### src/hw/rtl/pvi_pkg.sv
// Shared constants, types and fixed-point helpers for the PID increment block.
`timescale 1ns / 1ps
package pvi_pkg;

   // Fixed-point format and pipeline geometry
   localparam int FRAC_BITS = 16;
   localparam int Q_W       = 32;
   localparam int NUM_W     = Q_W + FRAC_BITS;
   localparam int DIV_STEPS = Q_W - 1;
   localparam int DIV_LAT   = DIV_STEPS + 2;
   localparam int POST_LAT  = 4;
   localparam int PIPE_LAT  = DIV_LAT + POST_LAT;

   localparam logic signed [Q_W-1:0] Q_MAX   = 32'sh7fffffff;
   localparam logic signed [Q_W-1:0] Q_MIN   = 32'sh80000000;
   localparam logic signed [Q_W-1:0] Q_ONE   = 32'(64'd1 << FRAC_BITS);
   localparam logic signed [Q_W-1:0] Q_THREE = 32'(64'd3 << FRAC_BITS);
   localparam logic signed [Q_W-1:0] Q_TEN   = 32'(64'd10 << FRAC_BITS);
   localparam logic signed [Q_W-1:0] Q_HUNDRED = 32'(64'd100 << FRAC_BITS);

   // Divide by 100 as multiply by ceil(2^38 / 100) and shift; exact below 2^32
   localparam logic [Q_W-1:0] PCT_RECIP = 32'd2748779070;
   localparam int             PCT_SHIFT = 38;

   // Register indexes
   localparam logic [2:0] CSR_PROP_BAND     = 3'd0;
   localparam logic [2:0] CSR_INTEGRAL_TIME = 3'd1;
   localparam logic [2:0] CSR_DERIV_TIME    = 3'd2;
   localparam logic [2:0] CSR_OUT_SPAN      = 3'd3;
   localparam logic [2:0] CSR_IN_SPAN       = 3'd4;
   localparam logic [2:0] CSR_ALGORITHM     = 3'd5;

   // Algorithm codes
   localparam logic [2:0] ALG_AUTO     = 3'd0;
   localparam logic [2:0] ALG_IPD      = 3'd1;
   localparam logic [2:0] ALG_PID      = 3'd2;
   localparam logic [2:0] ALG_BASIC    = 3'd3;
   localparam logic [2:0] ALG_AUTO_ALT = 3'd4;

   // Request fields carried alongside the dividers
   typedef struct packed {
      logic signed [Q_W-1:0] error;
      logic signed [Q_W-1:0] error_delta;
      logic signed [Q_W-1:0] pv_delta;
      logic signed [Q_W-1:0] pv_diff;
      logic [Q_W-2:0]        step_time;
      logic                  cascade_mode;
      logic                  early_step;
   } side_type;

   // Divider results
   typedef struct packed {
      logic signed [Q_W-1:0] ks;
      logic signed [Q_W-1:0] kp;
      logic signed [Q_W-1:0] v;
      logic signed [Q_W-1:0] q_int;
      logic signed [Q_W-1:0] q_der;
      logic signed [Q_W-1:0] rate;
   } quo_type;

   // Static configuration seen by the back end
   typedef struct packed {
      logic [Q_W-2:0] deriv_time;
      logic [2:0]     algorithm;
      logic           bypass;
      logic           no_int;
   } cfg_type;

   function automatic logic signed [Q_W-1:0] q_sat33(input logic signed [Q_W:0] x);
      logic signed [Q_W-1:0] r;
      if (x > (Q_W+1)'(Q_MAX)) r = Q_MAX;
      else if (x < (Q_W+1)'(Q_MIN)) r = Q_MIN;
      else r = x[Q_W-1:0];
      return r;
   endfunction

   function automatic logic signed [Q_W-1:0] q_add(input logic signed [Q_W-1:0] a,
                                                  input logic signed [Q_W-1:0] b);
      logic signed [Q_W:0] s;
      s = (Q_W+1)'(a) + (Q_W+1)'(b);
      return q_sat33(s);
   endfunction

   function automatic logic signed [Q_W-1:0] q_sub(input logic signed [Q_W-1:0] a,
                                                  input logic signed [Q_W-1:0] b);
      logic signed [Q_W:0] s;
      s = (Q_W+1)'(a) - (Q_W+1)'(b);
      return q_sat33(s);
   endfunction

   // Product scaled down by floor, then saturated
   function automatic logic signed [Q_W-1:0] q_mul(input logic signed [Q_W-1:0] a,
                                                  input logic signed [Q_W-1:0] b);
      logic signed [2*Q_W-1:0] p;
      logic signed [2*Q_W-1:0] s;
      logic signed [Q_W-1:0]   r;
      p = (2*Q_W)'(a) * (2*Q_W)'(b);
      s = p >>> FRAC_BITS;
      if (s > (2*Q_W)'(Q_MAX)) r = Q_MAX;
      else if (s < (2*Q_W)'(Q_MIN)) r = Q_MIN;
      else r = s[Q_W-1:0];
      return r;
   endfunction

endpackage

### src/hw/rtl/pvi_div.sv
// Pipelined fixed-point divider, one quotient bit per stage, saturating result.
`timescale 1ns / 1ps
module pvi_div (
   input  logic                           clock,
   input  logic                           en,
   input  logic signed [pvi_pkg::Q_W-1:0] num,
   input  logic signed [pvi_pkg::Q_W-1:0] den,
   output logic signed [pvi_pkg::Q_W-1:0] quo
);
   import pvi_pkg::*;

   logic [NUM_W-1:0]     rem_ff [0:DIV_STEPS-1];
   logic [Q_W-1:0]       den_ff [0:DIV_STEPS-1];
   logic [DIV_STEPS-1:0] q_ff   [0:DIV_STEPS];
   logic                 neg_ff [0:DIV_STEPS];
   logic                 ovf_ff [0:DIV_STEPS];
   logic signed [Q_W-1:0] quo_ff;

   logic [Q_W-1:0]   num_mag;
   logic [Q_W-1:0]   den_mag;
   logic [NUM_W-1:0] num_sh;
   logic             ovf_in;
   logic signed [Q_W-1:0] quo_in;

   // Magnitudes and overflow test: quotient reaches 2^31 when num*2^F >= den*2^31
   always_comb begin
      num_mag = num[Q_W-1] ? Q_W'(-num) : Q_W'(num);
      den_mag = den[Q_W-1] ? Q_W'(-den) : Q_W'(den);
      num_sh  = {num_mag, FRAC_BITS'(0)};
      ovf_in  = {DIV_STEPS'(0), num_sh[NUM_W-1:DIV_STEPS]} >=
                {(NUM_W-Q_W)'(0), den_mag};
   end

   always_ff @(posedge clock) begin
      if (en) begin
         rem_ff[0] <= num_sh;
         den_ff[0] <= den_mag;
         q_ff[0]   <= '0;
         neg_ff[0] <= num[Q_W-1] ^ den[Q_W-1];
         ovf_ff[0] <= ovf_in;
      end
   end

   // Restoring steps, most significant quotient bit first
   for (genvar k = 0; k < DIV_STEPS; k++) begin : g_step
      localparam int BIT = DIV_STEPS - 1 - k;
      logic [NUM_W-1:0] den_ext;
      logic             fits;
      logic [NUM_W-1:0] rem_in;

      always_comb begin
         den_ext = {(NUM_W-Q_W)'(0), den_ff[k]};
         fits    = (rem_ff[k] >> BIT) >= den_ext;
         rem_in  = fits ? rem_ff[k] - (den_ext << BIT) : rem_ff[k];
      end

      always_ff @(posedge clock) begin
         if (en) begin
            q_ff[k+1]   <= q_ff[k] | (fits ? (DIV_STEPS'(1) << BIT) : DIV_STEPS'(0));
            neg_ff[k+1] <= neg_ff[k];
            ovf_ff[k+1] <= ovf_ff[k];
         end
      end

      if (k < DIV_STEPS - 1) begin : g_carry
         always_ff @(posedge clock) begin
            if (en) begin
               rem_ff[k+1] <= rem_in;
               den_ff[k+1] <= den_ff[k];
            end
         end
      end
   end

   // Sign and saturation
   always_comb begin
      if (ovf_ff[DIV_STEPS]) quo_in = neg_ff[DIV_STEPS] ? Q_MIN : Q_MAX;
      else if (neg_ff[DIV_STEPS]) quo_in = -Q_W'({1'b0, q_ff[DIV_STEPS]});
      else quo_in = Q_W'({1'b0, q_ff[DIV_STEPS]});
   end

   always_ff @(posedge clock) begin
      if (en) begin
         quo_ff <= quo_in;
      end
   end

   assign quo = quo_ff;

endmodule

### config.mk
export PLATFORM = sky130hd
export DESIGN_NAME = pvi_div
export DESIGN_NICKNAME = d
export VERILOG_FILES = /design/src/hw/rtl/pvi_pkg.sv /design/src/hw/rtl/pvi_div.sv
export SDC_FILE = /design/constraint.sdc
export NUM_CORES = 2
export LEC_CHECK = 0
export BUFFER_PORTS_ARGS = -buffer_cell sky130_fd_sc_hd__buf_4
export CELL_PAD_IN_SITES_DETAIL_PLACEMENT = 0
export CELL_PAD_IN_SITES_GLOBAL_PLACEMENT = 1
export CORE_ASPECT_RATIO = 1.25
export CORE_MARGIN = 2
export CORE_UTILIZATION = 45
export CTS_CLUSTER_SIZE = 30
export DETAILED_ROUTE_END_ITERATION = 8
export GPL_ROUTABILITY_DRIVEN = 0
export PLACE_DENSITY = 0.72
export SYNTH_ARGS = -nofsm -noshare
export SYNTH_HDL_FRONTEND = slang
export SYNTH_SLANG_ARGS = --single-unit
### constraint.sdc
create_clock -name clock -period 5.8 [get_ports clock]
set_input_delay 0.29 -clock clock [delete_from_list [all_inputs] [get_ports clock]]
set_output_delay 0.29 -clock clock [all_outputs]
set_load 0.05 [all_outputs]
==> qor.txt <==
status: finished clean
Total GRT Usage: 21.26%
Synth Net Count: 13,180
initial antenna violation count: 18
# clock sinks: 2,696
clk buf depth: 4
final core utilization: 50.52%
R2R cell count: 11
top-count cell post-synth: edfxtp_1
highest clock rate: 211.6 MHz
post-cts sizing count: 0
FF-to-FF End: rem_ff[17][21]$_DFFE_PP_
placed cells: 16,280
Nets: 13,500
Final Instance Count excl. Fillers: 16,970
Fillers: 27,060
final worst-path cycle share: 81.48%
row count: 230
Hold WC Path Type: in2reg
CP max FO: 49
first-pass GRT wire length: 531,400 um
crit end category: register
Worst slew margin: 11.22%
worst r2r src: den_ff[1][1]$_DFFE_PP_
total power: 67,100 uW
commonest cells in the netlist: edfxtp_1 (2,696), inv_1 (1,132), ha_1 (906)
synth unique cells: 92
post-route ant nets: 0
GRT met1 Usage: 19.94%
DRT Pass-1 Iters: 8
DRC: 0
worst slew pin tran: 1.320 ns
Mapped Area: 0.1422 mm^2
met3 usage: 2.532%
Final Routed Wirelength: 348,700 um
vias in the first global route: 96,070
PwrDens: 422.6 mW/mm^2
drt wl/cell: 20.54 um
area grow syn2layout: 11.68%
FF/Latch Area: 0.08096 mm^2
met2 Usage GRT: 41.49%
H-tree levels: 5
Post-synth EDFFs: 2,696
average cell area after synthesis: 11.67 um^2
crit start category: register
CTS Root Cell: clkbuf_16
worst setup path endpoint: rem_ff[17][21]$_DFFE_PP_
Period minus WS final: 4.726 ns
CP Class: reg2reg
Hold Vio Cnt, Final: 0
Synth Instances: 12,180
Final Max Slew Viols: 0
top cells by area, synth: edfxtp_1 (57%), ha_1 (8.0%), a21oi_1 (3.2%)
total CTS buffers: 292
CTS tree: yes
sequential cell area fraction in the yosys report: 56.95%
largest net degree at the start of global routing: 163
remaining global-route overflow: 0
ys flop type: edfxtp_1
Iteration-0 DRC Markers: 6,134
P_leak: 0.06281 uW
Vert. Die Dim: 632.4 um
Critical Path RT: 6.28 ns
Die W: 506.7 um
Critical Path Source: den_ff[1][1]$_DFFE_PP_
hold_ws: 0.07288 ns
die area: 0.3204 mm^2
GR peak layer: met2
Initial Util: 45.24%
Worst-Skew Late Latency: 0.86 ns
post-synth top area share: 56.95%
clock skew: 0.06814 ns
flop2flop setup slack: 1.07 ns
area leader, netlist: edfxtp_1
Multi-input gate area: 0.05618 mm^2
core box area: 0.3143 mm^2
TNS Setup: 0 ns
total number of vias: 94,270
Async SR Flop Fraction: 0%
yosys warns: 0
RSZ-0062 raised after global routing: false
Vias/cell: 5.554
maximum VDD drop: 0.0002617 V
share of cells above drive strength 1: 7.663%
synthesized flop and latch total: 2,696
Worst-path clk slew: 0.06 ns
IO Port Bufs: 97
IO Pins: 98
Max Cap Viol: 0
Post-DP HPWL: 264,700 um
# setup viols final: 0
CP arrival: 5.21 ns
-- worst min path at each step --
| stage | start | endpoint | slack [ns] | cells past startpoint |
|---|---|---|---|---|
| 6_report | num[1] | rem_ff[0][17]$_DFFE_PP_ | 0.07 | 3 |
| 5_1_grt | num[1] | rem_ff[0][17]$_DFFE_PP_ | 0.09 | 3 |
| 4_1_cts | num[1] | rem_ff[0][17]$_DFFE_PP_ | 0.04 | 3 |
| 3_3_place_gp | q_ff[1][91]$_DFFE_PP_ | q_ff[1][122]$_DFFE_PP_ | 0.40 | 0 |
| 2_1_floorplan | den[0] | den_ff[0][0]$_DFFE_PP_ | 0.39 | 0 |
| 3_5_place_dp | ovf_ff[3][3]$_DFFE_PP_ | ovf_ff[3][4]$_DFFE_PP_ | 0.40 | 0 |
-- metal layers --
layer / vias to the layer above / wire [um]
met1: 45380 / 117200
met2: 2321 / 189500
li1: 45630 / -
met4: 2 / 29810
met3: 930 / 12180
met5: - / 13
-- cells by family after synthesis --
| kind of cell | Yosys count | synth area share (%) |
|---|---|---|
| AOI/OAI and AO/OA | 3104 | 13.74 |
| xor gates and xnor gates | 867 | 5.342 |
| DFF | 2696 | 56.95 |
| adders and majority gates | 936 | 8.397 |
| and+or+nand+nor | 2923 | 9.888 |
| buffers and inverters | 1405 | 3.721 |
| muxes | 250 | 1.962 |
-- critical path, stage by stage, from the launching register on --
cell      delay, ns
edfxtp_1       0.60
fa_1           0.50
nor2b_1        0.18
o31a_1         0.21
o21ai_0        0.22
a21oi_1        0.49
o211ai_1       0.24
nand2b_1       0.18
a221o_1        0.28
a31oi_4        0.22
buf_12         0.27
o21ai_0        0.93
-- placed cells by master, fill, tap and decap left out, types with 150 or more instances in the layout --
master	netlist	layout
edfxtp_1	2696	2696
a21oi_1	899	897
xnor2_1	506	506
clkbuf_16	0	303
nand2_1	861	861
nand2b_1	151	150
ha_1	906	906
mux2_2	212	212
nor2_1	752	750
xor2_1	361	361
o21ai_0	768	768
a21o_1	449	449
nor3_1	211	209
nand3_1	212	212
inv_1	1132	1132
buf_4	0	174
-- what timing repair did --
action / 4_1_cts / 5_1_grt
setup buffers: 0 / 0
hold buffers: 100 / 0
hold endpoints to repair: 64 / 0
-- state kept, by name (all words and copies together), names as in the netlist --
register,flops
den_ff,992
neg_ff,32
ovf_ff,32
q_ff,496
quo,32
rem_ff,1112
-- through the flow --
stage	instance area [um^2]	setup WS (ns)
finish	158800	1.074
CTS	158500	1.159
floorplan	142200	1.843
detailed placement	148400	1.194
global route	158700	0.9922
global placement	148400	1.216
-- final cells by class --
type	count	area share, %
flip-flops and latches	2696	50.99
diodes	87	0.1371
clock buffers	351	4.889
well taps	4176	3.291
inverters	1134	2.681
clock inverters	153	0.8866
repair buffers	296	1.735
multi-input cells	8080	35.39
-- where the power goes --
part           switching [uW]  internal, uW
logic                   12500          8960
registers                1990         25600
clock network            7530         10400
total                   22100         45000
Power figures use the tool's default switching activity.
